[config.mk]
export PLATFORM = sky130hd
export DESIGN_NAME = bitmap_slot_allocator_flat
export DESIGN_NICKNAME = d
export VERILOG_FILES = /design/src/sv/bsa_pkg.sv /design/src/sv/bsa_if.sv /design/src/sv/bsa_ctrl.sv /design/src/sv/bsa_dp.sv /design/src/sv/bitmap_slot_allocator.sv /design/src/flat_wrapper.sv
export VERILOG_INCLUDE_DIRS = /design/src /design/src/sv
export SDC_FILE = /design/constraint.sdc
export NUM_CORES = 2
export LEC_CHECK = 0
export ABC_AREA = 1
export BUFFER_PORTS_ARGS = -buffer_cell sky130_fd_sc_hd__buf_2
export CORE_ASPECT_RATIO = 1.75
export CORE_MARGIN = 2
export CORE_UTILIZATION = 30
export DETAILED_ROUTE_END_ITERATION = 10
export PLACE_DENSITY = 0.41
export SETUP_SLACK_MARGIN = 0.3
export SLEW_MARGIN = 0
export SYNTH_ARGS = -nofsm -noshare
export SYNTH_HDL_FRONTEND = slang
export SYNTH_SLANG_ARGS = --single-unit
[constraint.sdc]
create_clock -name clk -period 14.3 [get_ports clk]
set_clock_uncertainty 0.2 [all_clocks]
set_input_delay 2.86 -clock clk [delete_from_list [all_inputs] [get_ports clk]]
set_output_delay 2.86 -clock clk [all_outputs]
set_load 0.01 [all_outputs]
[src/sv/bitmap_slot_allocator_macros.svh]
// Assertion macros for the slot allocator
`ifndef BITMAP_SLOT_ALLOCATOR_MACROS_SVH
`define BITMAP_SLOT_ALLOCATOR_MACROS_SVH
// Check that a condition implies a consequence in the same cycle
`define BSA_ASSERT_IMPL(label, clk, rst_n, cond, cons, msg) \
  label: assert property (@(posedge clk) disable iff (!rst_n) (cond) |-> (cons)) \
    else $error(msg);
// Check that a condition implies a consequence in the next cycle
`define BSA_ASSERT_NEXT(label, clk, rst_n, cond, cons, msg) \
  label: assert property (@(posedge clk) disable iff (!rst_n) (cond) |=> (cons)) \
    else $error(msg);
`endif

[src/sv/bsa_pkg.sv]
// Shared types and constants for the slot allocator
`timescale 1ns / 1ps
package bsa_pkg;
  localparam int Pages = 8;
  localparam int Slots = 128;
  localparam int PageW = $clog2(Pages);
  localparam int SlotW = $clog2(Slots);
  localparam int CntW = $clog2(Slots + 1);
  localparam int LenW = $clog2(Pages + 1);

  localparam logic [1:0] KIND_ALLOC = 2'd0;
  localparam logic [1:0] KIND_FREE = 2'd1;
  localparam logic [1:0] KIND_RECLAIM = 2'd2;
  localparam logic [1:0] KIND_SPARE = 2'd3;

  localparam logic [2:0] ST_OK = 3'd0;
  localparam logic [2:0] ST_NO_PAGE = 3'd1;
  localparam logic [2:0] ST_NOT_IN_USE = 3'd2;
  localparam logic [2:0] ST_RANGE = 3'd3;
  localparam logic [2:0] ST_DOUBLE = 3'd4;

  typedef enum logic [2:0] {
    S_IDLE, S_ALLOC, S_FREE, S_RECL, S_DONE
  } state_t;

  // controller -> datapath
  typedef struct packed {
    logic load;      // capture request
    logic alloc;     // perform allocate
    logic free;      // perform free
    logic recl_step; // examine one list entry
    logic finish;    // latch result
  } cmd_t;

  // datapath -> controller
  typedef struct packed {
    logic recl_done;
  } stat_t;
endpackage

[src/sv/bsa_if.sv]
// Valid/ready channel interfaces
`timescale 1ns / 1ps
interface bsa_req_if;
  logic valid;
  logic ready;
  logic [1:0] kind;
  logic [2:0] page_id;
  logic [6:0] slot_index;
  modport source (output valid, kind, page_id, slot_index, input ready);
  modport sink (input valid, kind, page_id, slot_index, output ready);
endinterface

interface bsa_rsp_if;
  logic valid;
  logic ready;
  logic [2:0] status;
  logic [2:0] granted_page;
  logic [6:0] granted_slot;
  logic [3:0] pages_released;
  modport source (output valid, status, granted_page, granted_slot, pages_released,
    input ready);
  modport sink (input valid, status, granted_page, granted_slot, pages_released,
    output ready);
endinterface

interface bsa_cfg_if;
  logic valid;
  logic ready;
  logic [7:0] data;
  modport source (output valid, data, input ready);
  modport sink (input valid, data, output ready);
endinterface

[src/sv/bsa_ctrl.sv]
// Controller state machine for the slot allocator
`timescale 1ns / 1ps
`include "bitmap_slot_allocator_macros.svh"
module bsa_ctrl (
  input  logic             clk,
  input  logic             rst_n,
  input  logic             in_valid,
  output logic             in_ready,
  input  logic [1:0]       in_kind,
  output logic             out_valid,
  input  logic             out_ready,
  input  bsa_pkg::stat_t   stat,
  output bsa_pkg::cmd_t    cmd
);
  bsa_pkg::state_t state_r, state_nxt;
  logic out_valid_r, out_valid_nxt;

  // hold state and result flag
  always_ff @(posedge clk) begin
    if (!rst_n) begin
      state_r <= bsa_pkg::S_IDLE;
      out_valid_r <= 1'b0;
    end else begin
      state_r <= state_nxt;
      out_valid_r <= out_valid_nxt;
    end
  end

  // next state and commands
  always_comb begin
    state_nxt = state_r;
    out_valid_nxt = out_valid_r && !out_ready;
    cmd = '0;
    in_ready = 1'b0;
    unique case (state_r)
      bsa_pkg::S_IDLE: begin
        in_ready = 1'b1;
        if (in_valid) begin
          cmd.load = 1'b1;
          unique case (in_kind)
            bsa_pkg::KIND_ALLOC: state_nxt = bsa_pkg::S_ALLOC;
            bsa_pkg::KIND_FREE: state_nxt = bsa_pkg::S_FREE;
            bsa_pkg::KIND_RECLAIM: state_nxt = bsa_pkg::S_RECL;
            default: state_nxt = bsa_pkg::S_DONE;
          endcase
        end
      end
      bsa_pkg::S_ALLOC: begin
        cmd.alloc = 1'b1;
        state_nxt = bsa_pkg::S_DONE;
      end
      bsa_pkg::S_FREE: begin
        cmd.free = 1'b1;
        state_nxt = bsa_pkg::S_DONE;
      end
      bsa_pkg::S_RECL: begin
        if (stat.recl_done) state_nxt = bsa_pkg::S_DONE;
        else cmd.recl_step = 1'b1;
      end
      bsa_pkg::S_DONE: begin
        // wait for the previous result to drain
        if (!out_valid_r || out_ready) begin
          cmd.finish = 1'b1;
          out_valid_nxt = 1'b1;
          state_nxt = bsa_pkg::S_IDLE;
        end
      end
      default: state_nxt = bsa_pkg::S_IDLE;
    endcase
  end

  assign out_valid = out_valid_r;

  `BSA_ASSERT_IMPL(a_ready_idle, clk, rst_n, in_ready, state_r == bsa_pkg::S_IDLE, "ready")
  `BSA_ASSERT_NEXT(a_finish_valid, clk, rst_n, cmd.finish, out_valid_r, "finish")
  `BSA_ASSERT_IMPL(a_one_cmd, clk, rst_n, 1'b1, $onehot0(cmd), "overlapping commands")
endmodule

[src/sv/bsa_dp.sv]
// Datapath: page tables, free list and result register
`timescale 1ns / 1ps
module bsa_dp (
  input  logic                  clk,
  input  logic                  rst_n,
  input  bsa_pkg::cmd_t         cmd,
  output bsa_pkg::stat_t        stat,
  input  logic [2:0]            in_page_id,
  input  logic [6:0]            in_slot_index,
  input  logic                  cfg_we,
  input  logic [7:0]            cfg_data,
  output logic [2:0]            status,
  output logic [2:0]            granted_page,
  output logic [6:0]            granted_slot,
  output logic [3:0]            pages_released
);
  localparam int P = bsa_pkg::Pages;
  localparam int S = bsa_pkg::Slots;
  localparam int PW = bsa_pkg::PageW;
  localparam int SW = bsa_pkg::SlotW;
  localparam int CW = bsa_pkg::CntW;
  localparam int LW = bsa_pkg::LenW;

  logic [S-1:0]  bitmap_r [P];
  logic [CW-1:0] count_r [P];
  logic [P-1:0]  in_use_r;
  logic [PW-1:0] order_r [P];
  logic [LW-1:0] len_r;
  logic [7:0]    spp_r;
  logic [PW-1:0] page_q_r;
  logic [SW-1:0] slot_q_r;
  logic [LW-1:0] idx_r;
  logic [3:0]    rel_r;
  logic [2:0]    st_r;
  logic [PW-1:0] gp_r;
  logic [SW-1:0] gs_r;
  logic [2:0]    o_st_r;
  logic [PW-1:0] o_gp_r;
  logic [SW-1:0] o_gs_r;
  logic [3:0]    o_rel_r;

  logic [CW-1:0] eff;
  logic          have_unused;
  logic [PW-1:0] unused_p;
  logic [S-1:0]  fill_mask;
  logic [PW-1:0] head;
  logic [S-1:0]  head_map;
  logic          found;
  logic [SW-1:0] found_k;
  logic [PW-1:0] rp;

  // clamp slot count register
  always_comb begin
    if (spp_r == 8'd0) eff = CW'(1);
    else if (32'(spp_r) > S) eff = CW'(S);
    else eff = CW'(spp_r);
  end

  // lowest unused page and initial fill pattern
  always_comb begin
    have_unused = 1'b0;
    unused_p = '0;
    for (int p = P - 1; p >= 0; p--) begin
      if (!in_use_r[p]) begin
        have_unused = 1'b1;
        unused_p = PW'(p);
      end
    end
    for (int k = 0; k < S; k++) fill_mask[k] = (32'(k) < 32'(eff));
  end

  // head page bitmap and lowest set bit
  always_comb begin
    head = (len_r == '0) ? unused_p : order_r[0];
    head_map = (len_r == '0) ? fill_mask : bitmap_r[head];
    found = 1'b0;
    found_k = '0;
    for (int k = S - 1; k >= 0; k--) begin
      if (head_map[k]) begin
        found = 1'b1;
        found_k = SW'(k);
      end
    end
  end

  assign rp = order_r[idx_r[PW-1:0]];
  assign stat.recl_done = (idx_r >= len_r);

  // configuration register
  always_ff @(posedge clk) begin
    if (!rst_n) spp_r <= 8'd128;
    else if (cfg_we) spp_r <= cfg_data;
  end

  // request execution
  always_ff @(posedge clk) begin
    if (!rst_n) begin
      in_use_r <= '0;
      len_r <= '0;
    end else begin
      if (cmd.load) begin
        page_q_r <= in_page_id[PW-1:0];
        slot_q_r <= in_slot_index[SW-1:0];
        idx_r <= '0;
        rel_r <= '0;
        st_r <= bsa_pkg::ST_OK;
        gp_r <= '0;
        gs_r <= '0;
      end
      if (cmd.alloc) begin
        if (len_r == '0 && !have_unused) begin
          st_r <= bsa_pkg::ST_NO_PAGE;
        end else begin
          logic [CW-1:0] c;
          logic [LW-1:0] l;
          logic [P-1:0] iu;
          c = (len_r == '0) ? eff : count_r[head];
          l = (len_r == '0) ? LW'(1) : len_r;
          iu = in_use_r;
          iu[head] = 1'b1;
          in_use_r <= iu;
          if (!found) begin
            count_r[head] <= '0;
            bitmap_r[head] <= head_map;
            st_r <= bsa_pkg::ST_NO_PAGE;
            c = '0;
          end else begin
            logic [S-1:0] m;
            m = head_map;
            m[found_k] = 1'b0;
            bitmap_r[head] <= m;
            if (c != '0) c = c - CW'(1);
            count_r[head] <= c;
            gp_r <= head;
            gs_r <= found_k;
          end
          // drop a full head page, else keep a newly used page at the head
          if (c == '0) begin
            for (int i = 0; i < P - 1; i++) order_r[i] <= order_r[i + 1];
            len_r <= l - LW'(1);
          end else begin
            if (len_r == '0) order_r[0] <= head;
            len_r <= l;
          end
        end
      end
      if (cmd.free) begin
        if (!in_use_r[page_q_r]) st_r <= bsa_pkg::ST_NOT_IN_USE;
        else if (CW'(slot_q_r) >= eff) st_r <= bsa_pkg::ST_RANGE;
        else if (bitmap_r[page_q_r][slot_q_r] || count_r[page_q_r] >= eff)
          st_r <= bsa_pkg::ST_DOUBLE;
        else begin
          bitmap_r[page_q_r][slot_q_r] <= 1'b1;
          count_r[page_q_r] <= count_r[page_q_r] + CW'(1);
          if (count_r[page_q_r] == '0 && 32'(len_r) < P) begin
            order_r[len_r[PW-1:0]] <= page_q_r;
            len_r <= len_r + LW'(1);
          end
        end
      end
      if (cmd.recl_step) begin
        if (count_r[rp] == eff) begin
          for (int i = 0; i < P - 1; i++)
            if (32'(i) >= 32'(idx_r)) order_r[i] <= order_r[i + 1];
          len_r <= len_r - LW'(1);
          in_use_r[rp] <= 1'b0;
          rel_r <= rel_r + 4'd1;
        end else begin
          idx_r <= idx_r + LW'(1);
        end
      end
      if (cmd.finish) begin
        o_st_r <= st_r;
        o_gp_r <= gp_r;
        o_gs_r <= gs_r;
        o_rel_r <= rel_r;
      end
    end
  end

  assign status = o_st_r;
  assign granted_page = 3'(o_gp_r);
  assign granted_slot = 7'(o_gs_r);
  assign pages_released = o_rel_r;
endmodule

[src/sv/bitmap_slot_allocator.sv]
// Top level: slot allocator over a pool of pages
// Allocate and free pass through S_ALLOC or S_FREE, then S_DONE, which registers the
// result; reclaim stays in S_RECL until it has walked the free list; an unused kind
// goes straight to S_DONE. One request in flight; a new request is accepted only in
// S_IDLE, and a result held by the sink stalls the next request's result.
// Reset clears page usage, the free list and out_valid; slot count resets to 128.
`timescale 1ns / 1ps
module bitmap_slot_allocator (
  input logic    clk,
  input logic    rst_n,
  bsa_req_if.sink in_ch,
  bsa_rsp_if.source out_ch,
  bsa_cfg_if.sink cfg_ch
);
  bsa_pkg::cmd_t  cmd;
  bsa_pkg::stat_t stat;

  assign cfg_ch.ready = 1'b1;

  bsa_ctrl u_ctrl (
    .clk(clk), .rst_n(rst_n),
    .in_valid(in_ch.valid), .in_ready(in_ch.ready), .in_kind(in_ch.kind),
    .out_valid(out_ch.valid), .out_ready(out_ch.ready),
    .stat(stat), .cmd(cmd)
  );

  bsa_dp u_dp (
    .clk(clk), .rst_n(rst_n), .cmd(cmd), .stat(stat),
    .in_page_id(in_ch.page_id), .in_slot_index(in_ch.slot_index),
    .cfg_we(cfg_ch.valid), .cfg_data(cfg_ch.data),
    .status(out_ch.status), .granted_page(out_ch.granted_page),
    .granted_slot(out_ch.granted_slot), .pages_released(out_ch.pages_released)
  );
endmodule
[src/flat_wrapper.sv]
// flat-port wrapper written by rule: the top's interface ports become plain ports
module bitmap_slot_allocator_flat 
  (clk, rst_n, in_ch_valid, in_ch_kind, in_ch_page_id, in_ch_slot_index, in_ch_ready, out_ch_valid, out_ch_status, out_ch_granted_page, out_ch_granted_slot, out_ch_pages_released, out_ch_ready, cfg_ch_valid, cfg_ch_data, cfg_ch_ready);
  bsa_req_if in_ch_i ();
  bsa_rsp_if out_ch_i ();
  bsa_cfg_if cfg_ch_i ();
  input logic clk;
  input logic rst_n;
  input wire logic [$bits(in_ch_i.valid)-1:0] in_ch_valid;
  input wire logic [$bits(in_ch_i.kind)-1:0] in_ch_kind;
  input wire logic [$bits(in_ch_i.page_id)-1:0] in_ch_page_id;
  input wire logic [$bits(in_ch_i.slot_index)-1:0] in_ch_slot_index;
  output wire logic [$bits(in_ch_i.ready)-1:0] in_ch_ready;
  output wire logic [$bits(out_ch_i.valid)-1:0] out_ch_valid;
  output wire logic [$bits(out_ch_i.status)-1:0] out_ch_status;
  output wire logic [$bits(out_ch_i.granted_page)-1:0] out_ch_granted_page;
  output wire logic [$bits(out_ch_i.granted_slot)-1:0] out_ch_granted_slot;
  output wire logic [$bits(out_ch_i.pages_released)-1:0] out_ch_pages_released;
  input wire logic [$bits(out_ch_i.ready)-1:0] out_ch_ready;
  input wire logic [$bits(cfg_ch_i.valid)-1:0] cfg_ch_valid;
  input wire logic [$bits(cfg_ch_i.data)-1:0] cfg_ch_data;
  output wire logic [$bits(cfg_ch_i.ready)-1:0] cfg_ch_ready;
  assign in_ch_i.valid = in_ch_valid;
  assign in_ch_i.kind = in_ch_kind;
  assign in_ch_i.page_id = in_ch_page_id;
  assign in_ch_i.slot_index = in_ch_slot_index;
  assign in_ch_ready = in_ch_i.ready;
  assign out_ch_valid = out_ch_i.valid;
  assign out_ch_status = out_ch_i.status;
  assign out_ch_granted_page = out_ch_i.granted_page;
  assign out_ch_granted_slot = out_ch_i.granted_slot;
  assign out_ch_pages_released = out_ch_i.pages_released;
  assign out_ch_i.ready = out_ch_ready;
  assign cfg_ch_i.valid = cfg_ch_valid;
  assign cfg_ch_i.data = cfg_ch_data;
  assign cfg_ch_ready = cfg_ch_i.ready;
  bitmap_slot_allocator u_core (.clk(clk), .rst_n(rst_n), .in_ch(in_ch_i), .out_ch(out_ch_i), .cfg_ch(cfg_ch_i));
endmodule
==> run metrics <==
outcome finished clean; met3 usage in global routing 4.97%; pin count of the biggest net entering global routing 116; largest family of logic cells by synthesized area simple AND/OR/NAND/NOR gates; cell taking the most area after synthesis edfxtp_1; fill cell instance count of the final layout 23900; CTS Buf Count 121; instance count after placement with tap cells included 11100; Synthesized Nets 8437; Post-Route Setup TNS 0 ps; root buffer selected by CTS clkbuf_16; most frequent standard cell in the layout excluding fill and tap cells nand2_1; count of non-filler cells in the finished layout 11300; startpoint type of the worst setup path flop; insertion delay to the later sink of the worst-skew pair 810 ps; routability cong. approximately 1; fraction of synthesized cell area taken by the top area cell type around half; Synth Area per Inst 8.18 um^2; maximum buffer depth of the clock tree 3; fraction of layout instances using a drive strength above 1 6.88%; mux contribution to synthesized area less than 1%; DRT Pass-1 Iters 9; netlist area before placement 0.0686 mm^2; Max Cap Violations 0; XOR/XNOR Fraction of Synth Area 0.255%; final cycle utilization of the critical path 89.4%; synthesized-area fraction occupied by ao, oa, aoi and oai cells between 10% and 20%; initial standard-cell utilization of the core 30.1%; DRT iter0 DRCs 7261; CTS tree yes; sequential share of the synthesized area 51.7%; most used cells in the layout excluding fill and tap cells nand2_1 (1770), nor2_1 (1369), edfxtp_1 (1160); Post-CTS Hold Fix Bufs 0; number of placed I/O pins 45; Global Route met1 Usage 33.2%; start-to-end type of the worst setup path flop to flop; async set-or-reset flop fraction in the synthesized netlist 0%; kind of capture point of the worst setup path flop; Routed WL approximately 360000 um; number of flops mapped to enable cells by yosys approximately 1200; highest cell delay on the worst timing path 390 ps; Overflow after GRT 0; critical path data required time between 10000 and 15000 ps; setup repair after global routing missed its margin no; count of buffer and inverter cells on the critical path 3; worst-path cell with the longest stage delay dfxtp_1; multi-input logic area between 0.02 and 0.03 mm^2; Worst Path Arrival 13020 ps; DRC violation count after routing 0; antenna violations before repair 25; post-CTS clock slew at the launch and capture registers of the worst setup and hold paths 70 ps; DRT antenna net count 0; num rows 232; final critical delay including setup and external delays around 13000 ps; Yosys warnings 0; area occupied by registers 0.0354 mm^2; via density per instance 5.87; class of the most critical hold timing path flop to flop; leading register cell type out of synthesis edfxtp_1; post-layout utilization of the core 33.6%; number of failing hold endpoints at the final stage 0; Pwr Total 10600 uW; wire length of the first global-routing pass 493000 um; die boundary width between 300 and 400 um; post-DP HPWL 231000 um; IR drop worst, VDD ~0.11 mV; GR met2 Demand/Resource 51.8%; leading post-synthesis cells by cell area edfxtp_1 (51%), nand2_1 (9.7%), nor2_1 (7.6%); vias in the first global route ~64000; count of clock tree sinks 1190; synthesized-area fraction occupied by and/or/nand/nor cells 22.2%; H-tree depth reported by CTS 3; cell count after synthesis 8380; via count of the routed design 66300; post-synthesis share of cell area spent on full adders, half adders and majority gates less than 1%; headroom to the max-slew limit 6.66%; total setup violations reported at the end of the flow 0; total die area 0.233 mm^2; post-synth cell types 69; Buffers on Ports 43; wire length per cell 32.1 um; Top delay family on crit path simple AND/OR/NAND/NOR gates; transition time at the pin with the least slew margin 1390 ps; Slew Limit Fails 0; FF+latch count, synth 1190; Std-Cell Core Area around 0.23 mm^2; CP dominant cell by count nand2_1; vertical die dimension 636 um; static leakage between 0.02 and 0.03 uW; GR peak layer met2; Critical Path Fanout Max 32; signed area change from the synthesized netlist to the final layout 11.5%; number of nets in the layout 8205; maximum operating frequency 78.2 MHz; GRT Util Overall 30.1%; Pwr Density 139 mW/mm^2
metrics by stage:
stage                     hold WS, ps  setup slack (ps)  instance area [um^2]
after floorplan                   224              5300                 68600
after global placement            238               717                 72100
after detailed placement          239              1270                 72100
after CTS                         254              1170                 76200
after global routing              267               419                 76400
final                             253              1520                 76500
path summary, 6_finish.rpt:
path | startpoint | endpoint | slack (ps) | cells after the start
worst max-delay path | u_core.u_dp.len_r[0] | u_core.u_dp.bitmap_r[5][95] | 1520 | 142
worst min-delay path | u_core.u_dp.gs_r[4] | u_core.u_dp.granted_slot[4] | 250 | 0
worst max register to register | u_core.u_dp.len_r[0] | u_core.u_dp.bitmap_r[5][95] | 1520 | 142
worst min register to register | u_core.u_dp.gs_r[4] | u_core.u_dp.granted_slot[4] | 250 | 0
cell families (layout without fill, tap and decap cells):
logic type	count (synthesis)	count (layout)
muxes	4	4
AOI/OAI and AO/OA	2160	2160
adders and majority gates	32	32
DFF	1190	1190
buffers and inverters	1208	1075
xor gates and xnor gates	20	20
other	1	13
and+or+nand+nor	3765	3769
Yosys cell counts (23+ instances only):
master / instances
nand4_1: 119
o211ai_1: 67
o22ai_1: 74
o21ai_0: 679
a32o_1: 61
nor2_1: 1396
ha_1: 32
o311ai_0: 39
a221oi_1: 67
nor3_1: 49
a211oi_1: 37
o21ai_1: 26
inv_2: 26
nand3_1: 357
buf_2: 60
a31o_2: 23
nand2_1: 1774
a21oi_1: 931
edfxtp_1: 1160
inv_1: 558
clkbuf_1: 423
o31ai_1: 36
buf_1: 86
dfxtp_1: 30
buf_4: 29
sequential cells by signal, indices dropped and copies added, names as in the netlist, 4 cells and up, named ones only:
register,count
u_core.u_dp.bitmap_r,1024
u_core.u_dp.count_r,64
u_core.u_dp.granted_slot,7
u_core.u_dp.gs_r,7
u_core.u_dp.idx_r,4
u_core.u_dp.in_use_r,8
u_core.u_dp.len_r,4
u_core.u_dp.order_r,24
u_core.u_dp.pages_released,4
u_core.u_dp.rel_r,4
u_core.u_dp.slot_q_r,7
u_core.u_dp.spp_r,8
where the power goes:
part	total (uW)	leakage [uW]	switching (uW)	internal, uW
logic	3060	0.0143	2410	655
clock network	3420	0.00202	1470	1950
registers	4110	0.0105	60.2	4050
total	10600	0.0269	3940	6650
final cells by class:
cell class	instances	share of cell area, %
clock buffers	156	4.35
inverters	595	3.02
diodes	12	0.0393
clock inverters	70	1.04
well taps	3042	4.98
multi-input cells	5986	37.4
repair buffers	254	2.79
flip-flops and latches	1190	46.4
routing by layer:
layer  part of all wire (%)  up-vias
li1                       -    28600
met1                     35    33100
met2                     49     3499
met3                    7.6     1134
met4                    8.7       24
met5                  0.045        -
timing repair:
action	CTS	global route
endpoints found under the setup margin	0	1008
buffers inserted	0	7
resized for setup	0	20
Power figures use the tool's default switching activity.
